## config.mk

```make
export PLATFORM = sky130hd
export DESIGN_NAME = pcpc_mulmod
export DESIGN_NICKNAME = d
export VERILOG_FILES = /design/src/rtl/core/pcpc_pkg.sv /design/src/rtl/core/pcpc_red_cell.sv /design/src/rtl/core/pcpc_modchain.sv /design/src/rtl/core/pcpc_mulmod.sv
export SDC_FILE = /design/constraint.sdc
export NUM_CORES = 2
export LEC_CHECK = 0
export ABC_AREA = 1
export BUFFER_PORTS_ARGS = -buffer_cell sky130_fd_sc_hd__buf_2
export CAP_MARGIN = 40
export CORE_UTILIZATION = 45
export DETAILED_ROUTE_END_ITERATION = 10
export SLEW_MARGIN = 10
export SYNTH_ARGS = -nofsm -noshare
export SYNTH_HDL_FRONTEND = slang
export SYNTH_HIERARCHICAL = 1
export SYNTH_SLANG_ARGS = --single-unit
```

## constraint.sdc

```tcl
create_clock -name clk -period 14.7 [get_ports clk]
set_input_delay 0.735 -clock clk [delete_from_list [all_inputs] [get_ports clk]]
set_output_delay 0.735 -clock clk [all_outputs]
set_load 0.05 [all_outputs]
```

## src/rtl/core/pcpc_pkg.sv

```systemverilog
// ----------------------------------------------------------------------------
// pcpc_pkg: shared definitions for the projective cubic point checker
// Register indexes, default field width and the stage control bundle.
// ----------------------------------------------------------------------------
`default_nettype none

package pcpc_pkg;

  // default width of field elements, coefficients and the modulus
  localparam int FIELD_BITS_DEF = 16;

  // width of the configuration register index
  localparam int CFG_IDX_W = 4;

  // configuration register indexes
  localparam logic [CFG_IDX_W-1:0] REG_MODULUS = CFG_IDX_W'(0);
  localparam logic [CFG_IDX_W-1:0] REG_COEF_A  = CFG_IDX_W'(1);
  localparam logic [CFG_IDX_W-1:0] REG_COEF_B  = CFG_IDX_W'(2);
  localparam logic [CFG_IDX_W-1:0] REG_COEF_C  = CFG_IDX_W'(3);

  // control shared by every pipeline stage
  typedef struct packed {
    logic adv;  // move all stages forward this cycle
  } stage_ctl_t;

endpackage

`default_nettype wire

```

## src/rtl/core/pcpc_red_cell.sv

```systemverilog
// ----------------------------------------------------------------------------
// pcpc_red_cell: one conditional-subtract cell of a modular reduction chain
// Subtracts p shifted left by K from every lane value that is not below it,
// and registers the lanes, the item's sideband and its valid bit.
// ----------------------------------------------------------------------------
`default_nettype none

module pcpc_red_cell import pcpc_pkg::*; #(
  parameter int W     = FIELD_BITS_DEF,
  parameter int VW    = 2 * FIELD_BITS_DEF,
  parameter int K     = 0,
  parameter int LANES = 1,
  parameter int SBW   = 1
) (
  input  wire logic                  clk,
  input  wire logic                  rst_n,
  input  wire stage_ctl_t            ctl,
  input  wire logic [W-1:0]          p,
  input  wire logic                  in_valid,
  input  wire logic [LANES*VW-1:0]   in_data,
  input  wire logic [SBW-1:0]        in_sb,
  output logic                       out_valid,
  output logic [LANES*VW-1:0]        out_data,
  output logic [SBW-1:0]             out_sb
);

  localparam int CW = VW + W;

  logic [CW-1:0]       pk;
  logic [LANES*VW-1:0] data_nxt;
  logic [LANES*VW-1:0] data_r;
  logic [SBW-1:0]      sb_r;
  logic                valid_r;

  // scaled modulus for this cell
  assign pk = CW'(p) << K;

  // subtract where the lane value is not below the scaled modulus
  for (genvar l = 0; l < LANES; l++) begin : g_lane
    logic [CW-1:0] ext;
    assign ext = CW'(in_data[l*VW +: VW]);
    assign data_nxt[l*VW +: VW] = (ext >= pk) ? VW'(ext - pk) : in_data[l*VW +: VW];
  end

  // hold the valid bit under stall
  always_ff @(posedge clk) begin
    if (!rst_n) begin
      valid_r <= 1'b0;
    end else if (ctl.adv) begin
      valid_r <= in_valid;
    end
  end

  // advance payload
  always_ff @(posedge clk) begin
    if (ctl.adv) begin
      data_r <= data_nxt;
      sb_r   <= in_sb;
    end
  end

  assign out_valid = valid_r;
  assign out_data  = data_r;
  assign out_sb    = sb_r;

endmodule

`default_nettype wire

```

## src/rtl/core/pcpc_modchain.sv

```systemverilog
// ----------------------------------------------------------------------------
// pcpc_modchain: row of W reduction cells
// Reduces lane values below p * 2^W to the range [0, p), one quotient bit
// per cell from the top down, carrying a sideband alongside.
// ----------------------------------------------------------------------------
`default_nettype none

module pcpc_modchain import pcpc_pkg::*; #(
  parameter int W     = FIELD_BITS_DEF,
  parameter int VW    = 2 * FIELD_BITS_DEF,
  parameter int LANES = 1,
  parameter int SBW   = 1
) (
  input  wire logic                 clk,
  input  wire logic                 rst_n,
  input  wire stage_ctl_t           ctl,
  input  wire logic [W-1:0]         p,
  input  wire logic                 in_valid,
  input  wire logic [LANES*VW-1:0]  in_data,
  input  wire logic [SBW-1:0]       in_sb,
  output logic                      out_valid,
  output logic [LANES*W-1:0]        out_data,
  output logic [SBW-1:0]            out_sb
);

  logic                valid_c [0:W];
  logic [LANES*VW-1:0] data_c  [0:W];
  logic [SBW-1:0]      sb_c    [0:W];

  assign valid_c[0] = in_valid;
  assign data_c[0]  = in_data;
  assign sb_c[0]    = in_sb;

  // one cell per quotient bit, highest first
  for (genvar i = 0; i < W; i++) begin : g_cell
    pcpc_red_cell #(
      .W(W), .VW(VW), .K(W - 1 - i), .LANES(LANES), .SBW(SBW)
    ) u_cell (
      .clk       (clk),
      .rst_n     (rst_n),
      .ctl       (ctl),
      .p         (p),
      .in_valid  (valid_c[i]),
      .in_data   (data_c[i]),
      .in_sb     (sb_c[i]),
      .out_valid (valid_c[i+1]),
      .out_data  (data_c[i+1]),
      .out_sb    (sb_c[i+1])
    );
  end

  // drop the upper bits, which are zero after the last cell
  for (genvar l = 0; l < LANES; l++) begin : g_out
    assign out_data[l*W +: W] = data_c[W][l*VW +: W];
  end

  assign out_valid = valid_c[W];
  assign out_sb    = sb_c[W];

endmodule

`default_nettype wire

```

## src/rtl/core/pcpc_mulmod.sv

```systemverilog
// ----------------------------------------------------------------------------
// pcpc_mulmod: lane-parallel modular multiplier
// Registers the full products of each lane, then reduces them mod p in a
// chain of W cells. One item per cycle while ctl.adv is high.
// ----------------------------------------------------------------------------
`default_nettype none

module pcpc_mulmod import pcpc_pkg::*; #(
  parameter int W     = FIELD_BITS_DEF,
  parameter int LANES = 1,
  parameter int SBW   = 1
) (
  input  wire logic                clk,
  input  wire logic                rst_n,
  input  wire stage_ctl_t          ctl,
  input  wire logic [W-1:0]        p,
  input  wire logic                in_valid,
  input  wire logic [LANES*W-1:0]  in_a,
  input  wire logic [LANES*W-1:0]  in_b,
  input  wire logic [SBW-1:0]      in_sb,
  output logic                     out_valid,
  output logic [LANES*W-1:0]       out_data,
  output logic [SBW-1:0]           out_sb
);

  localparam int PW = 2 * W;

  logic [LANES*PW-1:0] prod_nxt;
  logic [LANES*PW-1:0] prod_r;
  logic [SBW-1:0]      sb_r;
  logic                valid_r;

  // one multiplier per lane
  for (genvar l = 0; l < LANES; l++) begin : g_mul
    assign prod_nxt[l*PW +: PW] = PW'(in_a[l*W +: W]) * PW'(in_b[l*W +: W]);
  end

  // hold the valid bit under stall
  always_ff @(posedge clk) begin
    if (!rst_n) begin
      valid_r <= 1'b0;
    end else if (ctl.adv) begin
      valid_r <= in_valid;
    end
  end

  // register products
  always_ff @(posedge clk) begin
    if (ctl.adv) begin
      prod_r <= prod_nxt;
      sb_r   <= in_sb;
    end
  end

  pcpc_modchain #(.W(W), .VW(PW), .LANES(LANES), .SBW(SBW)) u_chain (
    .clk       (clk),
    .rst_n     (rst_n),
    .ctl       (ctl),
    .p         (p),
    .in_valid  (valid_r),
    .in_data   (prod_r),
    .in_sb     (sb_r),
    .out_valid (out_valid),
    .out_data  (out_data),
    .out_sb    (out_sb)
  );

endmodule

`default_nettype wire

```

; ---- Yosys cells after proc, flatten, opt, wreduce, memory -nomap -nowiden
; Index checks and enable logic that the tools add are counted.
[totals]
ff_bits = 562
inputBits = 53
output_inout_bits = 18
wordCells = 100
[classes]
n_addsub = 16
n_mul = 1
n_lt_le_gt_ge = 16
mux = 16
[op_table]
columns = operator, count
row1 = $mux 32, 15
row2 = $ge 32x16->1, 1
row3 = $ge 32x17->1, 1
row4 = $ge 32x18->1, 1
row5 = $ge 32x19->1, 1
row6 = $ge 32x20->1, 1
row7 = $ge 32x21->1, 1
row8 = $ge 32x22->1, 1
row9 = $ge 32x23->1, 1
row10 = $ge 32x24->1, 1
row11 = $ge 32x25->1, 1
row12 = $ge 32x26->1, 1
row13 = $ge 32x27->1, 1
row14 = $ge 32x28->1, 1
row15 = $ge 32x29->1, 1
row16 = $ge 32x30->1, 1
row17 = $ge 32x31->1, 1
row18 = $mul 16x16->32, 1
row19 = $sub 32x17->32, 1
row20 = $sub 32x18->32, 1
row21 = $sub 32x19->32, 1
row22 = $sub 32x20->32, 1
row23 = $sub 32x21->32, 1
row24 = $sub 32x22->32, 1
row25 = 11 further kinds, 11

; ---- Depth between registers and ports, before layout
[logic_depth]
depth_word = 2
mapped_depth = 26
depth_no_buf = 25

; ---- Hierarchy
; Netlist, hierarchy kept.
[by_module_without_submodules]
columns = module, n_inst, cells_per_inst, area_each_um2
row1 = pcpc_mulmod, 1, 1412, 10598.9
row2 = pcpc_red_cell at u_chain.g_cell[12].u_cell, 1, 505, 3194.3
row3 = pcpc_red_cell at u_chain.g_cell[14].u_cell, 1, 478, 3135.5
row4 = pcpc_red_cell at u_chain.g_cell[13].u_cell, 1, 479, 3109.2
row5 = pcpc_red_cell at u_chain.g_cell[10].u_cell, 1, 468, 3108.0
row6 = pcpc_red_cell at u_chain.g_cell[11].u_cell, 1, 486, 3089.2
row7 = pcpc_red_cell at u_chain.g_cell[15].u_cell, 1, 454, 3070.4
row8 = pcpc_red_cell at u_chain.g_cell[8].u_cell, 1, 462, 3036.7
row9 = pcpc_red_cell at u_chain.g_cell[9].u_cell, 1, 466, 3017.9
row10 = pcpc_red_cell at u_chain.g_cell[6].u_cell, 1, 428, 2920.3
row11 = pcpc_red_cell at u_chain.g_cell[7].u_cell, 1, 409, 2891.5
row12 = pcpc_red_cell at u_chain.g_cell[5].u_cell, 1, 398, 2743.9
row13 = pcpc_red_cell at u_chain.g_cell[4].u_cell, 1, 382, 2722.6
row14 = pcpc_red_cell at u_chain.g_cell[3].u_cell, 1, 357, 2635.0
row15 = 3 more rows, n/a, n/a, n/a

; ---- Worst setup path before layout
; Ideal clock, no wire load.
[synth_path]
kind = input port to flip-flop
startpoint = input port in_b[9]
endpoint = register prod_r[28], data pin
setup_time_ns = 0.252
arrival_time_ns = 5.636
t_required_ns = 14.448
setup_slack_ns = 8.812
path_stages = 25
path_buffers = 2
cell_sequence = clkbuf_1 -> clkbuf_1 -> nand2_1 -> fa_1 -> inv_1 -> fa_1 -> inv_1 -> fa_1 -> inv_1 -> fa_1 -> fa_1 -> inv_1 -> fa_1 -> inv_1 -> ha_1 -> nand2_2 -> inv_1 -> nand2_1 -> nand2_1 -> nand2_1 -> nand2_1 -> a21oi_1 -> nand2_1 -> nand2_1 -> nand2_1
[synth_between]
elab_chain_cells = 1
[synth_lines]
columns = element, line
row1 = from (decl), pcpc_mulmod.sv:19  ; input wire logic [LANES*W-1:0] in_b,
row2 = $mul 16x16->32, pcpc_mulmod.sv:35  ; assign prod_nxt[l*PW +: PW] = PW'(in_a[l*W +: W]) * PW'(in_b[l*W +: W]);
row3 = net prod_nxt[28], pcpc_mulmod.sv:28  ; logic [LANES*PW-1:0] prod_nxt;
row4 = to (signal assigned), pcpc_mulmod.sv:50  ; prod_r <= prod_nxt;
row5 = to (decl), pcpc_mulmod.sv:29  ; logic [LANES*PW-1:0] prod_r;
; The timed path passes the listed nets, and every way through them passes these cells.
; A chain may end at the register's enable or synchronous reset.

; ---- Final worst setup path
[layout_path]
startpoint = input port in_a[5]
endpoint = register prod_r[31], data pin
[layout_between]
elab_chain_cells = 1
[layout_lines]
columns = element, line
row1 = from (decl), pcpc_mulmod.sv:18  ; input wire logic [LANES*W-1:0] in_a,
row2 = $mul 16x16->32, pcpc_mulmod.sv:35
row3 = net prod_nxt[31], pcpc_mulmod.sv:28
; The timed path passes the listed nets, and every way through them passes these cells.

==> impl_metrics.env <==
export IMPL_core_um2=122000
export IMPL_grt_pass1_vias=45200
export IMPL_num_vias=48200
export IMPL_relSlewSlack_pct=37.9
export IMPL_syn_area_um2=55800
export IMPL_peakVddDrop_mv=0.196
export IMPL_cts_sinks=562
export IMPL_cp_max_fo=16
export IMPL_grt_total_usage_pct=24.7
export IMPL_ctsResizeCount=0
export IMPL_dr_pass1_iters=7
export IMPL_hp_class="input port to register"
export IMPL_rsz0062_at_grt="no"
export IMPL_num_io_pins=71
export IMPL_grt_util_met2_pct=39.9
export IMPL_gp_congestion=0.912
export IMPL_totalWireLength_mm=155
export IMPL_grt_busiest_layer="met2"
export IMPL_cts_setup_buffers=0
export IMPL_n_antenna_cell=0
export IMPL_slew_violations=0
export IMPL_drive_gt1_share_pct=7.81
export IMPL_postRouteAntennaNets=0
export IMPL_arrival_ns=5.81
export IMPL_grt_max_degree=169
export IMPL_finalHoldViolCount=0
export IMPL_cts_tree="yes"
export IMPL_min_period_ns=5.42
export IMPL_antenna_found_initial=2
export IMPL_finClkSkew_ns=0.0317
export IMPL_dp_cells=9628
export IMPL_dieArea_um2=125000
export IMPL_final_cells=9755
export IMPL_dp_hpwl_mm=121
export IMPL_syn_nets=8660
export IMPL_syn2layout_area_growth_pct=7.34
export IMPL_nets=8698
export IMPL_power_density_nw_per_um2=219
export IMPL_max_cap_violations=0
export IMPL_use_met3_pct=2.47
export IMPL_die_height_um=354
export IMPL_via_per_inst=4.95
export IMPL_cts_buffers_inserted=70
export IMPL_setup_viol=0
export IMPL_cts_buffer_depth=3
export IMPL_clk_pin_slew_ns=0.06
export IMPL_status="completed"
export IMPL_grt_first_pass_wirelength_mm=246
export IMPL_cts_hold_buf=0
export IMPL_critical_path_class="input port to register"
export IMPL_worst_pin_slew_ns=0.932
export IMPL_rows=128
export IMPL_setup_tns_ns=0
export IMPL_yosysWarnings=6
export IMPL_fp_dieW_um=354
export IMPL_met1_usage_pct=35.5
export IMPL_setup_worst_path_end_class="register"
export IMPL_cp_required_ns=15.08
export IMPL_cts_root_buf="clkbuf_16"
export IMPL_port_buffers=70
export IMPL_worstSkewPairLatency_ns=0.63
export IMPL_wl_per_cell_um=15.9
export IMPL_fmax_mhz=184
export IMPL_p_leak_nw=32.1
export IMPL_overflow=0
export IMPL_period_share_pct=36.9
export IMPL_drc=0
export IMPL_drtIter0Drc=4027
export IMPL_syn_instance_count=8037
export IMPL_htree_levels=3
export IMPL_cp_start_kind="input port"
export IMPL_start_util_pct=45.6
export IMPL_postSynthAreaPerCell_um2=6.94
==> metrics by stage <==
stage | setup WS, ns | power, mW | utilization (%) | cell area (um^2) | hold WS (ns)
after floorplan | 8.81 | 9.18 | - | 55800 | 0.400
after global placement | 8.63 | 11.2 | 47.0 | 57400 | 0.401
after detailed placement | 8.61 | 11.3 | 47.0 | 57500 | 0.405
after CTS | 9.30 | 13.1 | 48.9 | 59900 | 0.244
after global routing | 8.96 | 14.4 | 48.9 | 59900 | 0.265
final | 9.28 | 13.1 | 48.9 | 59900 | 0.295
==> final timing paths <==
path	start	end	slack, ns	cells after the start
worst max-delay path	in_a[5]	prod_r[31]	9.28	24
worst min-delay path	in_sb	sb_r	0.29	1
worst max register to register	u_chain/g_cell[10].u_cell/out_data[12]	u_chain/g_cell[11].u_cell/out_data[4]	11.87	8
worst min register to register	u_chain/g_cell[14].u_cell/out_sb	u_chain/g_cell[15].u_cell/out_sb	0.41	0
==> where the power goes <==
group / switching, mW / internal (mW)
Sequential: 0.433 / 2.66
Clock: 0.708 / 1.08
Combinational: 5.43 / 2.79
Total: 6.57 / 6.53
==> cell type report <==
type                    count  area [um^2]
clock buffers              88         1870
clock inverters            39          484
fillers                 12400        62500
inverters                1794         6750
multi-input cells        5560        31500
flip-flops and latches    562        16700
well taps                1625         2030
repair buffers             87          583
==> critical path, stage by stage <==
cell	delay [ns]
buf_2	0.30
nand2_1	0.13
fa_1	0.54
inv_1	0.05
fa_1	0.51
inv_1	0.05
fa_1	0.50
inv_1	0.06
fa_1	0.50
fa_1	0.54
inv_1	0.06
fa_1	0.53
inv_1	0.04
ha_1	0.36
nand2_2	0.15
inv_1	0.05
nand2_1	0.06
nand3_1	0.11
inv_1	0.09
nand3_2	0.14
nand2_1	0.12
nand2_1	0.06
nand2_1	0.06
nand2_1	0.04
==> state kept, by name, indices dropped and copies added (netlist names) <==
| signal | cells |
|---|---|
| sb_r | 1 |
| u_chain/g_cell.u_cell/out_data | 496 |
| u_chain/g_cell.u_cell/out_valid | 16 |
| prod_r | 32 |
| valid_r | 1 |
| u_chain/g_cell.u_cell/out_sb | 16 |
==> cell usage in the layout, fill, tap and decap left out, types with 11 or more instances in the layout <==
cell type  instances
ha_1             360
fa_1             210
xor2_1           137
nor2_4            32
nor2_2            48
clkbuf_1          14
nor3_1            46
o21ai_1           25
nand4_1           70
clkinv_1          15
nand2_2          137
nand3b_1          41
xnor2_1           38
nor2_1           553
clkbuf_16         71
nand3_1          406
inv_1           1733
a21oi_2           76
edfxtp_1         545
buf_2             69
nand2_1         3005
and2_1            11
a21oi_1          184
o21ai_0           61
nand3_2           27
inv_2             48
dfxtp_1           17
o21ai_2           27
nand2_4           13
==> metal layers <==
metal  routed length [um]  vias to the layer above  part of all wire (%)
li1                     -                    24500                     -
met1                73800                    22300                    48
met2                69500                     1173                    45
met3                 8210                      194                   5.3
met4                 3340                        0                   2.2
met5                    0                        -                     0
Note: power is estimated with default switching activity, not from simulation.
