`config.mk`:
```
export PLATFORM = sky130hd
export DESIGN_NAME = pcpc_modchain
export DESIGN_NICKNAME = d
export VERILOG_FILES = /design/src/rtl/core/pcpc_pkg.sv /design/src/rtl/core/pcpc_red_cell.sv /design/src/rtl/core/pcpc_modchain.sv
export SDC_FILE = /design/constraint.sdc
export NUM_CORES = 1
export LEC_CHECK = 0
export BUFFER_PORTS_ARGS = -buffer_cell sky130_fd_sc_hd__buf_2
export CORE_UTILIZATION = 45
export CTS_BUF_LIST = sky130_fd_sc_hd__clkbuf_8
export DETAILED_ROUTE_END_ITERATION = 10
export PLACE_DENSITY = 0.68
export SETUP_SLACK_MARGIN = 0.02
export SYNTH_ARGS = -nofsm -noshare
export SYNTH_HDL_FRONTEND = slang
export SYNTH_SLANG_ARGS = --single-unit
```
`constraint.sdc`:
```
create_clock -name clk -period 3.87 [get_ports clk]
set_input_delay 0.774 -clock clk [delete_from_list [all_inputs] [get_ports clk]]
set_output_delay 0.774 -clock clk [all_outputs]
set_load 0.01 [all_outputs]
```
`src/rtl/core/pcpc_pkg.sv`:
```
// ----------------------------------------------------------------------------
// pcpc_pkg: shared definitions for the projective cubic point checker
// Register indexes, default field width and the stage control bundle.
// ----------------------------------------------------------------------------
`default_nettype none

package pcpc_pkg;

  // default width of field elements, coefficients and the modulus
  localparam int FIELD_BITS_DEF = 16;

  // width of the configuration register index
  localparam int CFG_IDX_W = 4;

  // configuration register indexes
  localparam logic [CFG_IDX_W-1:0] REG_MODULUS = CFG_IDX_W'(0);
  localparam logic [CFG_IDX_W-1:0] REG_COEF_A  = CFG_IDX_W'(1);
  localparam logic [CFG_IDX_W-1:0] REG_COEF_B  = CFG_IDX_W'(2);
  localparam logic [CFG_IDX_W-1:0] REG_COEF_C  = CFG_IDX_W'(3);

  // control shared by every pipeline stage
  typedef struct packed {
    logic adv;  // move all stages forward this cycle
  } stage_ctl_t;

endpackage

`default_nettype wire

```
`src/rtl/core/pcpc_red_cell.sv`:
```
// ----------------------------------------------------------------------------
// pcpc_red_cell: one conditional-subtract cell of a modular reduction chain
// Subtracts p shifted left by K from every lane value that is not below it,
// and registers the lanes, the item's sideband and its valid bit.
// ----------------------------------------------------------------------------
`default_nettype none

module pcpc_red_cell import pcpc_pkg::*; #(
  parameter int W     = FIELD_BITS_DEF,
  parameter int VW    = 2 * FIELD_BITS_DEF,
  parameter int K     = 0,
  parameter int LANES = 1,
  parameter int SBW   = 1
) (
  input  wire logic                  clk,
  input  wire logic                  rst_n,
  input  wire stage_ctl_t            ctl,
  input  wire logic [W-1:0]          p,
  input  wire logic                  in_valid,
  input  wire logic [LANES*VW-1:0]   in_data,
  input  wire logic [SBW-1:0]        in_sb,
  output logic                       out_valid,
  output logic [LANES*VW-1:0]        out_data,
  output logic [SBW-1:0]             out_sb
);

  localparam int CW = VW + W;

  logic [CW-1:0]       pk;
  logic [LANES*VW-1:0] data_nxt;
  logic [LANES*VW-1:0] data_r;
  logic [SBW-1:0]      sb_r;
  logic                valid_r;

  // scaled modulus for this cell
  assign pk = CW'(p) << K;

  // subtract where the lane value is not below the scaled modulus
  for (genvar l = 0; l < LANES; l++) begin : g_lane
    logic [CW-1:0] ext;
    assign ext = CW'(in_data[l*VW +: VW]);
    assign data_nxt[l*VW +: VW] = (ext >= pk) ? VW'(ext - pk) : in_data[l*VW +: VW];
  end

  // hold the valid bit under stall
  always_ff @(posedge clk) begin
    if (!rst_n) begin
      valid_r <= 1'b0;
    end else if (ctl.adv) begin
      valid_r <= in_valid;
    end
  end

  // advance payload
  always_ff @(posedge clk) begin
    if (ctl.adv) begin
      data_r <= data_nxt;
      sb_r   <= in_sb;
    end
  end

  assign out_valid = valid_r;
  assign out_data  = data_r;
  assign out_sb    = sb_r;

endmodule

`default_nettype wire

```
`src/rtl/core/pcpc_modchain.sv`:
```
// ----------------------------------------------------------------------------
// pcpc_modchain: row of W reduction cells
// Reduces lane values below p * 2^W to the range [0, p), one quotient bit
// per cell from the top down, carrying a sideband alongside.
// ----------------------------------------------------------------------------
`default_nettype none

module pcpc_modchain import pcpc_pkg::*; #(
  parameter int W     = FIELD_BITS_DEF,
  parameter int VW    = 2 * FIELD_BITS_DEF,
  parameter int LANES = 1,
  parameter int SBW   = 1
) (
  input  wire logic                 clk,
  input  wire logic                 rst_n,
  input  wire stage_ctl_t           ctl,
  input  wire logic [W-1:0]         p,
  input  wire logic                 in_valid,
  input  wire logic [LANES*VW-1:0]  in_data,
  input  wire logic [SBW-1:0]       in_sb,
  output logic                      out_valid,
  output logic [LANES*W-1:0]        out_data,
  output logic [SBW-1:0]            out_sb
);

  logic                valid_c [0:W];
  logic [LANES*VW-1:0] data_c  [0:W];
  logic [SBW-1:0]      sb_c    [0:W];

  assign valid_c[0] = in_valid;
  assign data_c[0]  = in_data;
  assign sb_c[0]    = in_sb;

  // one cell per quotient bit, highest first
  for (genvar i = 0; i < W; i++) begin : g_cell
    pcpc_red_cell #(
      .W(W), .VW(VW), .K(W - 1 - i), .LANES(LANES), .SBW(SBW)
    ) u_cell (
      .clk       (clk),
      .rst_n     (rst_n),
      .ctl       (ctl),
      .p         (p),
      .in_valid  (valid_c[i]),
      .in_data   (data_c[i]),
      .in_sb     (sb_c[i]),
      .out_valid (valid_c[i+1]),
      .out_data  (data_c[i+1]),
      .out_sb    (sb_c[i+1])
    );
  end

  // drop the upper bits, which are zero after the last cell
  for (genvar l = 0; l < LANES; l++) begin : g_out
    assign out_data[l*W +: W] = data_c[W][l*VW +: W];
  end

  assign out_valid = valid_c[W];
  assign out_sb    = sb_c[W];

endmodule

`default_nettype wire

```
; Word-level counts from Yosys, hierarchy flattened
; Cells that the tools add are included.
[classes]
add_sub_neg = 16
mul = 0
n_div = 0
n_lt_le_gt_ge = 16
n_eq_ne = 0
shift = 0
mux = 16
n_bitwise = 0
n_reduce_logical = 0
[op_table]
columns = operator, n
row1 = 32-bit 2-to-1 mux, 15
row2 = 32-bit by 16-bit greater-or-equal comparator with 1-bit output, 1
row3 = 32-bit by 17-bit greater-or-equal comparator with 1-bit output, 1
row4 = 32-bit by 18-bit greater-or-equal comparator with 1-bit output, 1
row5 = 32-bit by 19-bit greater-or-equal comparator with 1-bit output, 1
row6 = 32-bit by 20-bit greater-or-equal comparator with 1-bit output, 1
row7 = 32-bit by 21-bit greater-or-equal comparator with 1-bit output, 1
row8 = 32-bit by 22-bit greater-or-equal comparator with 1-bit output, 1
row9 = 32-bit by 23-bit greater-or-equal comparator with 1-bit output, 1
row10 = 32-bit by 24-bit greater-or-equal comparator with 1-bit output, 1
row11 = 32-bit by 25-bit greater-or-equal comparator with 1-bit output, 1
row12 = 32-bit by 26-bit greater-or-equal comparator with 1-bit output, 1
row13 = 32-bit by 27-bit greater-or-equal comparator with 1-bit output, 1
row14 = 32-bit by 28-bit greater-or-equal comparator with 1-bit output, 1
row15 = 32-bit by 29-bit greater-or-equal comparator with 1-bit output, 1
row16 = 32-bit by 30-bit greater-or-equal comparator with 1-bit output, 1
row17 = 32-bit by 31-bit greater-or-equal comparator with 1-bit output, 1
row18 = 32-bit by 17-bit subtractor with 32-bit output, 1
row19 = 32-bit by 18-bit subtractor with 32-bit output, 1
row20 = 32-bit by 19-bit subtractor with 32-bit output, 1
row21 = 32-bit by 20-bit subtractor with 32-bit output, 1
row22 = 32-bit by 21-bit subtractor with 32-bit output, 1
row23 = 32-bit by 22-bit subtractor with 32-bit output, 1
row24 = 32-bit by 23-bit subtractor with 32-bit output, 1
row25 = other kinds (10), 10
[word_totals]
regBits = 528
latch_bits = 0
ramBits = 0
mem_bits_ro = 0
input_bits = 53
out_inout_bits = 18
word_cells = 96
memories = 0

; Depth between registers and ports, before layout
; Gate-level depths: netlist of the first run.
[depth]
depth_word = 2
mapped_depth = 13
mapped_depth_nobuf = 12

; Hierarchy
; A second synthesis of the first run with hierarchy kept.
[unflattened]
hier_cells = 3797
area_unflattened_um2 = 38111.6
[by_module_without_submodules]
columns = module, n_inst, cells_each, area_each_um2, seq_area_each_um2
row1 = pcpc_red_cell (g_cell[15].u_cell), 1, 295, 2717.6, 1011.0
row2 = pcpc_red_cell (g_cell[14].u_cell), 1, 262, 2568.7, 1011.0
row3 = pcpc_red_cell (g_cell[11].u_cell), 1, 265, 2527.4, 1011.0
row4 = pcpc_red_cell (g_cell[9].u_cell), 1, 253, 2491.1, 1011.0
row5 = pcpc_red_cell (g_cell[10].u_cell), 1, 238, 2421.1, 1011.0
row6 = pcpc_red_cell (g_cell[13].u_cell), 1, 254, 2417.3, 1011.0
row7 = pcpc_red_cell (g_cell[12].u_cell), 1, 246, 2396.0, 1011.0
row8 = pcpc_red_cell (g_cell[8].u_cell), 1, 231, 2367.3, 1011.0
row9 = pcpc_red_cell (g_cell[7].u_cell), 1, 222, 2319.7, 1011.0
row10 = pcpc_red_cell (g_cell[0].u_cell), 1, 206, 2302.2, 1011.0
row11 = pcpc_red_cell (g_cell[3].u_cell), 1, 229, 2289.7, 1011.0
row12 = pcpc_red_cell (g_cell[1].u_cell), 1, 217, 2285.9, 1011.0
row13 = pcpc_red_cell (g_cell[6].u_cell), 1, 222, 2284.7, 1011.0
row14 = pcpc_red_cell (g_cell[5].u_cell), 1, 222, 2267.2, 1011.0
row15 = 2 more rows, n/a, n/a, n/a, n/a

; Worst setup path after synthesis of the first run
; OpenSTA, ideal clock, no wires.
[synth_path]
path_kind = input to register
start = input port p[1]
end = register g_cell[8].u_cell.data_r[18], data pin
setup_ps = 260
arrival_ps = 3489
t_required_ps = 3610
slack_ps = 121
path_stages = 10
path_buffers = 1
path_cell_list = inv_1 > ha_1 > nor2b_1 > o31a_1 > nor2_1 > a21oi_1 > o311ai_0 > nand2_1 > clkbuf_1 > mux2_2
[synth_via]
elab_chain_len = 2
elab_cells_between_ends = 3
cone_classes = add/sub: 1 / order compare: 1 / mux: 1
[synth_rtl]
columns = item, line
row1 = "start, declared", pcpc_modchain.sv:17  ; input wire logic [W-1:0] p,
row2 = 32-bit by 23-bit subtractor with 32-bit output or 32-bit by 23-bit greater-or-equal comparator with 1-bit output (tied branches), pcpc_red_cell.sv:42  ; assign data_nxt[l*VW +: VW] = (ext >= pk) ? VW'(ext - pk) : in_data[l*VW +: VW];
row3 = 32-bit 2-to-1 mux (*), pcpc_red_cell.sv:42
row4 = named net g_cell[8].u_cell.data_nxt[18], pcpc_red_cell.sv:30  ; logic [LANES*VW-1:0] data_nxt;
row5 = "end signal, assigned", pcpc_red_cell.sv:57  ; data_r <= data_nxt;
row6 = "end, declared", pcpc_red_cell.sv:31  ; logic [LANES*VW-1:0] data_r;
; Mark *: on every way through the listed nets, which the timed path passes. The rest lies on a longest branch.
; A chain may end at the register's enable or synchronous reset.

; Worst setup path after layout of the first run
[layout_path]
start = register g_cell[13].u_cell.data_r[6]
end = register g_cell[14].u_cell.data_r[28], data pin
[layout_via]
elab_chain_len = 2
elab_cells_between_ends = 3
cone_classes = add/sub: 1 / order compare: 1 / mux: 1
[layout_rtl]
columns = item, line
row1 = "start, declared", pcpc_red_cell.sv:31
row2 = "start signal, assigned", pcpc_red_cell.sv:57
row3 = 32-bit by 17-bit subtractor with 32-bit output or 32-bit by 17-bit greater-or-equal comparator with 1-bit output (tied branches), pcpc_red_cell.sv:42
row4 = 32-bit 2-to-1 mux (*), pcpc_red_cell.sv:42
row5 = named net g_cell[14].u_cell.data_nxt[28], pcpc_red_cell.sv:30
row6 = "end signal, assigned", pcpc_red_cell.sv:57
row7 = "end, declared", pcpc_red_cell.sv:31
; Marks and branches as above.

==> results.ini, run 1 <==
[timing]
sum_of_negative_setup_slack_ps = 0
rsz0062_at_grt = false
period_minus_slack_ps = 3340
worst_hold_slack_ps = 254
final_hold_viol_count = 0
headroom_to_the_max_slew_limit_pct = 52.0
final_worst_path_cycle_share_pct = 86.4
worst_slew_pin_slew_ps = 713
finalSetupViolations = 0
report.final.slew_viol_count = 0
clock-skew-final_ps = 50.9
fmax_mhz = 299

[yosys]
seq_area_frac_synth_pct = 45.9
syn-cell-area_mm2 = 0.0342
yosysMostFrequentCell = sky130_fd_sc_hd__edfxtp_1
asyncSetResetFlopFracSynth_pct = 0
dominant_combinational_cell_family_by_area_after_synthesis = simple AND/OR/NAND/NOR gates
synth_cell_types = 78
synthesis.area_per_instance_um2 = 10.4
yosys_register_bits = 528
xor_xnor_fraction_of_synth_area_pct = 7.61
synth_top_flop_cell = sky130_fd_sc_hd__edfxtp_1
synth_simple_gate_area_share_pct = 15.7
synth-edff-count = 512
synth.cells.most_frequent = sky130_fd_sc_hd__edfxtp_1, sky130_fd_sc_hd__nor2_1, sky130_fd_sc_hd__ha_1
post-synth-top-area-fraction_pct = 45.0
post_synth_mux_area_share_pct = 2.56
synth_nets = 3602
synth_adder_area_share_pct = 10.3
synth-warning-count = 0
post_synth_inst_count = 3277
synth-compound-area-share_pct = 15.6
synth_largest_area_cell = sky130_fd_sc_hd__edfxtp_1
synthTopCellsByArea = sky130_fd_sc_hd__edfxtp_1, sky130_fd_sc_hd__ha_1, sky130_fd_sc_hd__xnor2_1, sky130_fd_sc_hd__xor2_1, sky130_fd_sc_hd__a21oi_1

[flow_run]
drv_cap = 0

[die]
design.portCount = 71
start_util_pct = 45.7
core_mm2 = 0.0748
die_area_mm2 = 0.0771
std_cell_rows = 100
die_y_um = 278
fp.dieW_um = 278

[routing]
wl_per_cell_um = 17.9
drt-initial-drc-count = 1776
drtPass1Iterations = 6
routed_via_density = 5.67
drt.antenna.violating_nets = 0
routed-via-count = 26000
routed_wl_um = 82100
drcViolationCount = 0

[clock_tree]
clock_tree.root_cell = sky130_fd_sc_hd__clkbuf_8
cts_clk_pin_slew_worst_paths_ps = 60
postCtsSetupRepairBufs = 0
holdBufCountCts = 0
skew_pair_late_insertion_delay_ps = 730
postCtsResizedCells = 0
tritoncts_num_sinks = 528
number_of_clock_buffers_inserted_by_tritoncts = 96
clock_tree.htree_level_count = 3
cts_buffer_depth = 3
cts_tree = built

[grt]
grt_max_degree = 79
wire_length_of_the_first_global_routing_pass_um = 131000
globalRouteOverflowTotal = 0
antenna_found_initial = 1
vias_in_the_first_global_route = 25200
grt.total_usage_pct = 21.2

[cells_and_area]
drive_gt1_share_pct = 13.4
area_delta_synth_final_pct = 13.8
final_nets = 3871
finish.instance_area_mm2 = 0.0389
layout_filler_cell_count = 6680
finalNonFillerCells = 4592

[pwr]
finalPower_mw = 26.7
cellPowerDensity_mw_per_mm2 = 687
cellLeakagePower_nw = 15.1
irDropWorstVdd_uv = 422

[worst_setup_path]
timing.critical_path.cells = ha_1 -> or2_2 -> and3_1 -> o41ai_1 -> a21oi_1 -> buf_4 -> a2111o_1 -> nor3_1 -> xor2_1
worst-endpoint-required_ps = 4340
cp-start-kind = flip-flop
cp.arrival_ps = 3810
critical_path.endpoint_type = flip-flop
crit_path_max_incr_delay_ps = 540
cp_num_buf_inv = 1
worst_path_dominant_cell_family = compound AO/OA/AOI/OAI gates
crit_fanout = 4
crit_path_top_delay_cell = sky130_fd_sc_hd__o41ai_1
crit_type = flip-flop to flip-flop

[worst_hold_path]
min_path_type = primary input to flip-flop

[place]
dp_hpwl_um = 61000
dpl_cell_area_mm2 = 0.0371
placement.io_buffers = 70
dpl.cell_count = 4417
gp_routability_congestion = 0.930

[status]
outcome = finished, final reports clean

-- cell type report --
cell class | count | area (um^2) | area share (%)
Multi-Input combinational cell | 2564 | 17700 | 45.6
Sequential cell | 528 | 15700 | 40.4
Timing Repair Buffer | 258 | 2080 | 5.36
Clock buffer | 97 | 1340 | 3.43
Tap cell | 969 | 1210 | 3.12
Clock inverter | 76 | 457 | 1.17
Inverter | 98 | 368 | 0.946
Antenna cell | 2 | 5.00 | 0.0129
-- layout by cell type (no fill, tap or decap), types with 64 or more instances in the layout --
cell type,synthesis,layout
sky130_fd_sc_hd__clkbuf_8,0,97
sky130_fd_sc_hd__inv_1,98,121
sky130_fd_sc_hd__nor2b_1,64,64
sky130_fd_sc_hd__buf_4,17,163
sky130_fd_sc_hd__a21o_1,67,67
sky130_fd_sc_hd__nor2_1,259,259
sky130_fd_sc_hd__nor3_1,84,84
sky130_fd_sc_hd__xnor2_1,151,151
sky130_fd_sc_hd__o21ai_0,211,211
sky130_fd_sc_hd__edfxtp_1,512,512
sky130_fd_sc_hd__nand2_1,254,254
sky130_fd_sc_hd__buf_2,5,69
sky130_fd_sc_hd__ha_1,256,256
sky130_fd_sc_hd__xor2_1,146,146
sky130_fd_sc_hd__a21oi_1,253,251
-- stage by stage --
step / util, % / worst slack [ps]
after CTS: 52.0 / 470
final: 52.0 / 527
after detailed placement: 49.6 / -226
after global placement: 49.6 / -221
after floorplan: - / 121
after global routing: 52.0 / 310
-- kinds of logic after synthesis --
| group | after synthesis |
|---|---|
| AND/OR/NAND/NOR | 1062 |
| AO/OA/AOI/OAI | 853 |
| adder cells (fa/ha/maj) | 272 |
| buffers and inverters | 185 |
| flip-flops | 528 |
| multiplexers | 80 |
| XOR/XNOR | 297 |
-- sequential cells by signal (all words and copies together), names as in the netlist --
signal	count
g_cell.u_cell.out_valid	16
g_cell.u_cell.out_data	496
g_cell.u_cell.out_sb	16
-- routing by layer --
layer / track usage [%] / routed length, um
met1: 27.2 / 35900
met4: 8.68 / 2940
met5: 0 / 0
met3: 3.81 / 4700
met2: 35.4 / 38600
-- power breakdown --
| part | switching [mW] | internal, mW |
|---|---|---|
| Combinational | 6.30 | 5.47 |
| Sequential | 1.18 | 8.72 |
| Clock | 2.47 | 2.57 |
| Total | 9.95 | 16.8 |
-- path summary, 6_finish.rpt --
path / from / to / slack, ps / depth (start not counted)
worst max-delay path: g_cell[13].u_cell.out_data[6] / g_cell[14].u_cell.out_data[28] / 530 / 9
worst min-delay path: in_data[3] / g_cell[0].u_cell.out_data[3] / 250 / 1
worst max register to register: g_cell[13].u_cell.out_data[6] / g_cell[14].u_cell.out_data[28] / 530 / 9
worst min register to register: g_cell[9].u_cell.out_sb / g_cell[10].u_cell.out_sb / 420 / 0
-- worst register-to-register path: cells and delay by family (launching register included) --
| family | cells | cell delay, ps |
|---|---|---|
| AO/OA/AOI/OAI | 3 | 1270 |
| AND/OR/NAND/NOR | 3 | 710 |
| flip-flops | 1 | 430 |
| adder cells (fa/ha/maj) | 1 | 360 |
| buffers and inverters | 1 | 230 |
| XOR/XNOR | 1 | 90 |
(Power assumes the default switching activity.)
==> run 2: changes to the inputs <==
--- a/config.mk
+++ b/config.mk
@@ -9,7 +9,7 @@
 export CORE_UTILIZATION = 45
 export CTS_BUF_LIST = sky130_fd_sc_hd__clkbuf_8
 export DETAILED_ROUTE_END_ITERATION = 10
-export PLACE_DENSITY = 0.68
+export PLACE_DENSITY = 0.65
 export SETUP_SLACK_MARGIN = 0.02
 export SYNTH_ARGS = -nofsm -noshare
 export SYNTH_HDL_FRONTEND = slang
==> constraint.sdc (replaced) <==
create_clock -name clk -period 3.4 [get_ports clk]
set_input_delay 0.68 -clock clk [delete_from_list [all_inputs] [get_ports clk]]
set_output_delay 0.68 -clock clk [all_outputs]
set_load 0.01 [all_outputs]
==> run 2 against run 1 <==
Compared with the run above:
- power grew 22%
- clock skew shrank 4.6 ps
- global-route usage grew 1.3 points
- final area grew 7.8%
- register-to-register slack lost 360 ps
- via count grew 5.4%
- maximum frequency grew 3.4%
- critical endpoint is now g_cell[10].u_cell.out_data[22]
==> results.ini, run 2 (synthesis gave the netlist of run 1 again) <==
[status]
outcome = finished, final reports clean  ; unchanged

[pwr]
cellPowerDensity_mw_per_mm2 = 779  ; was 687 mW/mm^2
finalPower_mw = 32.7  ; was 26.7 mW
cellLeakagePower_nw = 17.0  ; was 15.1 nW
irDropWorstVdd_uv = 565  ; was 422 uV

[routing]
drtPass1Iterations = 6  ; unchanged
drt.antenna.violating_nets = 0  ; unchanged
drcViolationCount = 0  ; unchanged
drt-initial-drc-count = 1759  ; was 1776
wl_per_cell_um = 17.6  ; was 17.9 um
routed_wl_um = 87500  ; was 82100 um
routed-via-count = 27400  ; was 26.0k
routed_via_density = 5.51  ; was 5.67

[timing]
clock-skew-final_ps = 46.3  ; was 50.9 ps
finalSetupViolations = 0  ; unchanged
rsz0062_at_grt = false  ; unchanged
period_minus_slack_ps = 3230  ; was 3340 ps
final_worst_path_cycle_share_pct = 95.1  ; was 86.4%
worst_hold_slack_ps = 151  ; was 254 ps
fmax_mhz = 309  ; was 299 MHz
worst_slew_pin_slew_ps = 730  ; was 713 ps
headroom_to_the_max_slew_limit_pct = 50.6  ; was 52.0%
final_hold_viol_count = 0  ; unchanged
report.final.slew_viol_count = 0  ; unchanged

[cells_and_area]
area_delta_synth_final_pct = 22.7  ; was 13.8%
drive_gt1_share_pct = 22.2  ; was 13.4%
finalNonFillerCells = 4976  ; was 4592
mostFrequentLayoutCell = sky130_fd_sc_hd__buf_4  ; was sky130_fd_sc_hd__edfxtp_1
largest_register_ffs = 496  ; unchanged
layout_common_cells = sky130_fd_sc_hd__buf_4, sky130_fd_sc_hd__edfxtp_1, sky130_fd_sc_hd__nor2_1, sky130_fd_sc_hd__ha_1, sky130_fd_sc_hd__nand2_1  ; was sky130_fd_sc_hd__edfxtp_1, sky130_fd_sc_hd__nor2_1, sky130_fd_sc_hd__ha_1, sky130_fd_sc_hd__nand2_1, sky130_fd_sc_hd__a21oi_1
final_nets = 4258  ; was 3871

[place]
gp_routability_congestion = 0.911  ; was 0.930
dpl.cell_count = 4807  ; was 4417
placement.io_buffers = 70  ; unchanged
dp_hpwl_um = 67600  ; was 61000 um

[grt]
grtUsageMet3_pct = 3.50  ; was 3.81%
vias_in_the_first_global_route = 26600  ; was 25.2k
grt_use_met2_pct = 38.0  ; was 35.4%
gr-usage-met1_pct = 29.2  ; was 27.2%
antenna_found_initial = 1  ; unchanged
grt_max_degree = 81  ; was 79
wire_length_of_the_first_global_routing_pass_um = 139000  ; was 131000 um
grt_most_used_layer = met2  ; unchanged
grt.total_usage_pct = 22.5  ; was 21.2%
globalRouteOverflowTotal = 0  ; unchanged

[worst_setup_path]
worst_path_dominant_cell_family = simple AND/OR/NAND/NOR gates  ; was compound AO/OA/AOI/OAI gates
crit_fanout = 10  ; was 4
cp-start-kind = flip-flop  ; unchanged
crit_path_max_incr_delay_ps = 580  ; was 540 ps
crit_type = flip-flop to flip-flop  ; unchanged
r2r_cells = 9  ; unchanged
critical_path.startpoint = g_cell[9].u_cell.out_data[24]  ; was g_cell[13].u_cell.out_data[6]
ff2ff_setup_slack_ps = 170  ; was 530 ps
worst-endpoint-required_ps = 3810  ; was 4340 ps
regToRegStartpoint = g_cell[9].u_cell.out_data[24]  ; was g_cell[13].u_cell.out_data[6]
crit_path_top_delay_cell = sky130_fd_sc_hd__or4_4  ; was sky130_fd_sc_hd__o41ai_1
critical_path.endpoint_type = flip-flop  ; unchanged
timing.critical_path.cells = or4_4 -> or4_1 -> or3_1 -> nor4b_2 -> o21a_1 -> buf_4 -> nor3_1 -> and2_1 -> xor2_1  ; was ha_1 -> or2_2 -> and3_1 -> o41ai_1 -> a21oi_1 -> buf_4 -> a2111o_1 -> nor3_1 -> xor2_1
cp_num_buf_inv = 1  ; unchanged
crit-reg2reg-capture = g_cell[10].u_cell.out_data[22]  ; was g_cell[14].u_cell.out_data[28]
cp.arrival_ps = 3640  ; was 3810 ps

[clock_tree]
cts_buffer_depth = 3  ; unchanged
holdBufCountCts = 0  ; unchanged
tritoncts_num_sinks = 528  ; unchanged
number_of_clock_buffers_inserted_by_tritoncts = 93  ; was 96
clock_tree.htree_level_count = 3  ; unchanged
cts_clk_pin_slew_worst_paths_ps = 60  ; about the same
cts_tree = built  ; unchanged
postCtsSetupRepairBufs = 0  ; unchanged
clock_tree.root_cell = sky130_fd_sc_hd__clkbuf_8  ; unchanged
skew_pair_late_insertion_delay_ps = 710  ; was 730 ps

[worst_hold_path]
hold-path-endpoint = g_cell[0].u_cell.out_data[14]  ; was g_cell[0].u_cell.out_data[3]
min_path_type = primary input to flip-flop  ; unchanged
worstHoldPathCells = 1  ; unchanged
worstHoldStart = in_data[14]  ; was in_data[3]

[die]
die_y_um = 278  ; unchanged
fp.dieW_um = 278  ; unchanged
std_cell_rows = 100  ; unchanged
core_mm2 = 0.0748  ; unchanged
die_area_mm2 = 0.0771  ; unchanged
design.portCount = 71  ; unchanged
start_util_pct = 45.7  ; unchanged

[flow_run]
drv_cap = 0  ; unchanged

run 2: cell count changes in the layout (fill, tap and decap cells not counted), moves of 2 or more:
cell,delta
sky130_fd_sc_hd__buf_4,+391
sky130_fd_sc_hd__bufinv_16,+4
sky130_fd_sc_hd__clkbuf_8,-4
sky130_fd_sc_hd__clkinv_8,+2
sky130_fd_sc_hd__clkinvlp_4,+3
sky130_fd_sc_hd__fa_1,-2
sky130_fd_sc_hd__fa_2,+2
sky130_fd_sc_hd__inv_1,-10
sky130_fd_sc_hd__inv_12,-2
sky130_fd_sc_hd__nor4_1,-2
sky130_fd_sc_hd__nor4_2,+2
sky130_fd_sc_hd__o31ai_1,-2
sky130_fd_sc_hd__o31ai_2,+2
run 2: final cells by class:
| type | count | area [um^2] |
|---|---|---|
| diodes | 1 | 2.50 |
| clock buffers | 93 | 1280 |
| clock inverters | 75 | 562 |
| fillers | 6567 | 32900 |
| inverters | 98 | 379 |
| multi-input cells | 2564 | 17800 |
| flip-flops and latches | 528 | 15700 |
| well taps | 969 | 1210 |
| repair buffers | 648 | 5000 |
run 2: worst reg2reg max path, delay by kind of cell, from the launching register on:
family | cells | cell delay (ps)
AND/OR/NAND/NOR | 6 | 1970
buffers and inverters | 1 | 210
XOR/XNOR | 1 | 150
AO/OA/AOI/OAI | 1 | 190
flip-flops | 1 | 460
run 2: per-stage QoR:
| stage | setup TNS, ps | worst slack [ps] | util [%] | cell area [um^2] |
|---|---|---|---|---|
| after floorplan | 0 | 0.907 | - | 34200 |
| after global placement | -54310 | -790 | 53.6 | 40100 |
| after detailed placement | -62680 | -783 | 53.6 | 40100 |
| after CTS | 0 | 170 | 56.0 | 41900 |
| after global routing | 0 | 21.5 | 56.1 | 41900 |
| final | 0 | 168 | 56.1 | 41900 |
run 2: where the power goes:
group          total, mW  internal (mW)  switching [mW]
clock               5.90           3.12            2.77
sequential          11.3           9.94            1.41
combinational       15.4           7.83            7.61
total               32.7           20.9            11.8
run 2: layer usage:
metal	vias up	wire [um]
li1	13700	-
met1	13000	39000
met2	598	41800
met3	159	4060
met4	0	2640
met5	-	0
run 2: worst max-delay path by stage:
stage,endpoint,slack [ps],cells after the start
after global routing,g_cell[10].u_cell.out_data[22],20,9
after global placement,g_cell[8].u_cell.out_data[30],-790,11
after CTS,g_cell[10].u_cell.out_data[22],170,9
final,g_cell[10].u_cell.out_data[22],170,9
after detailed placement,g_cell[8].u_cell.out_data[30],-780,11
after floorplan,g_cell[8].u_cell.out_data[8],0.9,9
run 2: timing repair:
item / CTS / global route
pin swaps: 0 / 0
setup endpoints to repair: 1 / 4
resized for setup: 1 / 3
==> run 3: changes to the inputs <==
--- a/config.mk
+++ b/config.mk
@@ -5,10 +5,10 @@
 export SDC_FILE = /design/constraint.sdc
 export NUM_CORES = 1
 export LEC_CHECK = 0
-export BUFFER_PORTS_ARGS = -buffer_cell sky130_fd_sc_hd__buf_2
 export CORE_UTILIZATION = 45
 export CTS_BUF_LIST = sky130_fd_sc_hd__clkbuf_8
 export DETAILED_ROUTE_END_ITERATION = 10
+export DONT_BUFFER_PORTS = 1
 export PLACE_DENSITY = 0.65
 export SETUP_SLACK_MARGIN = 0.02
 export SYNTH_ARGS = -nofsm -noshare
==> run 3 against run 2 <==
Compared with the run above:
- the flow now finishes with violations (slew limit)
- count of clock-buffer cells in the layout grew 2
- first-iteration DRC count down 0.91%
- critical path depth grew 4
- critical endpoint is now g_cell[15].u_cell.out_data[4]
- largest power group unchanged
- highest routed layer unchanged
==> results.ini, run 3 (synthesis gave the netlist of run 1 again) <==
[status]
outcome = complete, but fails checks  ; was finished, final reports clean
violations = slew limit

[routing]
wl_per_cell_um = 18.0  ; was 17.6 um
drtPass1Iterations = 5  ; was 6
routed_via_density = 5.62  ; was 5.51
drcViolationCount = 0  ; unchanged
drt-initial-drc-count = 1743  ; was 1759
routed_wl_um = 85600  ; was 87500 um
routed-via-count = 26700  ; was 27.4k
drt.antenna.violating_nets = 0  ; unchanged

[pwr]
irDropWorstVdd_uv = 353  ; was 565 uV
cellPowerDensity_mw_per_mm2 = 794  ; was 779 mW/mm^2
cellLeakagePower_nw = 15.9  ; was 17.0 nW

[timing]
headroom_to_the_max_slew_limit_pct = -30.2  ; was 50.6%
fmax_mhz = 300  ; was 309 MHz
final_hold_viol_count = 0  ; unchanged
finalSetupViolations = 0  ; unchanged
timing.final.ws_setup_ps = 70.4  ; was 168 ps
clock-skew-final_ps = 48.2  ; was 46.3 ps
worst_slew_pin_slew_ps = 1950  ; was 730 ps
report.final.slew_viol_count = 393  ; was 0
final_worst_path_cycle_share_pct = 97.9  ; was 95.1%
sum_of_negative_setup_slack_ps = 0  ; unchanged
period_minus_slack_ps = 3330  ; was 3230 ps

[worst_hold_path]
worstHoldStart = in_sb  ; was in_data[14]
min_path_type = primary input to flip-flop  ; unchanged

[worst_setup_path]
ff2ff_setup_slack_ps = 70  ; was 170 ps
cp.arrival_ps = 3800  ; was 3640 ps
cp-start-kind = flip-flop  ; unchanged
crit_fanout = 15  ; was 10
crit_type = flip-flop to flip-flop  ; unchanged
critical_path.endpoint_type = flip-flop  ; unchanged
regToRegStartpoint = g_cell[14].u_cell.out_data[0]  ; was g_cell[9].u_cell.out_data[24]
critical_path.startpoint = g_cell[14].u_cell.out_data[0]  ; was g_cell[9].u_cell.out_data[24]
worst-endpoint-required_ps = 3870  ; was 3810 ps

[flow_run]
drv_cap = 0  ; unchanged

[clock_tree]
cts_clk_pin_slew_worst_paths_ps = 60  ; about the same
cts_buffer_depth = 3  ; unchanged
postCtsSetupRepairBufs = 0  ; unchanged
number_of_clock_buffers_inserted_by_tritoncts = 95  ; was 93
clock_tree.htree_level_count = 3  ; unchanged
cts_tree = built  ; unchanged
skew_pair_late_insertion_delay_ps = 710  ; about the same
clock_tree.root_cell = sky130_fd_sc_hd__clkbuf_8  ; unchanged
tritoncts_num_sinks = 528  ; unchanged

[grt]
vias_in_the_first_global_route = 26200  ; was 26.6k
antenna_found_initial = 1  ; unchanged
wire_length_of_the_first_global_routing_pass_um = 137000  ; was 139000 um
grt_max_degree = 529  ; was 81
globalRouteOverflowTotal = 0  ; unchanged
grt.total_usage_pct = 22.1  ; was 22.5%

[die]
std_cell_rows = 100  ; unchanged
start_util_pct = 45.7  ; unchanged
core_mm2 = 0.0748  ; unchanged
fp.dieW_um = 278  ; unchanged
die_area_mm2 = 0.0771  ; unchanged
design.portCount = 71  ; unchanged
die_y_um = 278  ; unchanged

[cells_and_area]
mostFrequentLayoutCell = sky130_fd_sc_hd__edfxtp_1  ; was sky130_fd_sc_hd__buf_4
drive_gt1_share_pct = 17.2  ; was 22.2%
finish.instance_area_mm2 = 0.0404  ; was 0.0419 mm^2
final_nets = 4029  ; was 4258
layout_common_cells = sky130_fd_sc_hd__edfxtp_1, sky130_fd_sc_hd__buf_4, sky130_fd_sc_hd__nor2_1, sky130_fd_sc_hd__ha_1, sky130_fd_sc_hd__nand2_1  ; was sky130_fd_sc_hd__buf_4, sky130_fd_sc_hd__edfxtp_1, sky130_fd_sc_hd__nor2_1, sky130_fd_sc_hd__ha_1, sky130_fd_sc_hd__nand2_1
area_delta_synth_final_pct = 18.2  ; was 22.7%
largest_register_ffs = 496  ; unchanged

[place]
gp_routability_congestion = 0.904  ; was 0.911
dp_hpwl_um = 63700  ; was 67600 um
placement.io_buffers = 0  ; was 70
dpl_cell_area_mm2 = 0.0383  ; was 0.0401 mm^2
preCtsSetupSlack_ps = -371  ; was -783 ps

==> run 3: cell count changes in the layout (fill, tap and decap cells not counted), moves of 3 or more <==
cell	change
sky130_fd_sc_hd__dlygate4sd3_1	+15
sky130_fd_sc_hd__clkinv_1	-4
sky130_fd_sc_hd__inv_1	+4
sky130_fd_sc_hd__inv_12	+3
sky130_fd_sc_hd__buf_2	-69
sky130_fd_sc_hd__buf_12	-8
sky130_fd_sc_hd__clkinv_8	-3
sky130_fd_sc_hd__buf_4	-169
sky130_fd_sc_hd__clkinv_2	-5
sky130_fd_sc_hd__clkinvlp_4	+3
==> run 3: final timing paths <==
check                                        to  depth (start not counted)
setup / recovery  g_cell[15].u_cell.out_data[4]                         13
hold / removal          g_cell[0].u_cell.out_sb                          0
setup reg to reg  g_cell[15].u_cell.out_data[4]                         13
hold reg to reg         g_cell[1].u_cell.out_sb                          0
==> run 3: layout make-up <==
class	instances	area, um^2
Fill cell	6641	34400
Multi-Input combinational cell	2564	17800
Sequential cell	528	15700
Timing Repair Buffer	417	3370
Clock buffer	95	1310
Tap cell	969	1210
Clock inverter	76	631
Inverter	98	379
Antenna cell	1	2.50
==> run 3: worst max-delay path, stage by stage, from the launching register on <==
cell	delay, ps
sky130_fd_sc_hd__edfxtp_1	400
sky130_fd_sc_hd__inv_1	100
sky130_fd_sc_hd__ha_1	200
sky130_fd_sc_hd__inv_1	80
sky130_fd_sc_hd__fa_2	420
sky130_fd_sc_hd__a211oi_2	220
sky130_fd_sc_hd__nor2_1	110
sky130_fd_sc_hd__o211ai_1	300
sky130_fd_sc_hd__nand3_1	160
sky130_fd_sc_hd__and2_1	190
sky130_fd_sc_hd__o211ai_1	220
sky130_fd_sc_hd__nand3_2	140
sky130_fd_sc_hd__buf_12	200
sky130_fd_sc_hd__mux2_2	300
==> run 3: report_power, final <==
part	internal (mW)	switching (mW)	total, mW
combinational	7.18	7.27	14.4
clock	3.35	2.87	6.21
sequential	9.96	1.45	11.4
total	20.5	11.6	32.1
==> run 3: per-layer routing <==
layer / up-vias / track usage, % / routed length, um
met3: 149 / 3.31 / 3960
met2: 574 / 37.4 / 40600
met1: 12700 / 28.7 / 38400
li1: 13300 / - / -
met5: - / 0 / 0
met4: 0 / 8.06 / 2620
==> run 3: timing repair <==
item	in CTS	in global routing
gates resized for setup	0	4
hold buffers	15	0
setup endpoints to repair	0	25
endpoints found under the hold margin	15	0
==> run 3: stage by stage <==
stage	cells	util [%]	hold slack, ps	power, mW
2_1_floorplan	3277	-	400	20.9
3_3_place_gp	4561	51.2	401	25.6
3_5_place_dp	4561	51.2	405	25.8
4_1_cts	4747	54.0	14.7	32.2
5_1_grt	4748	54.0	29.1	34.3
6_report	4748	54.0	89.3	32.1
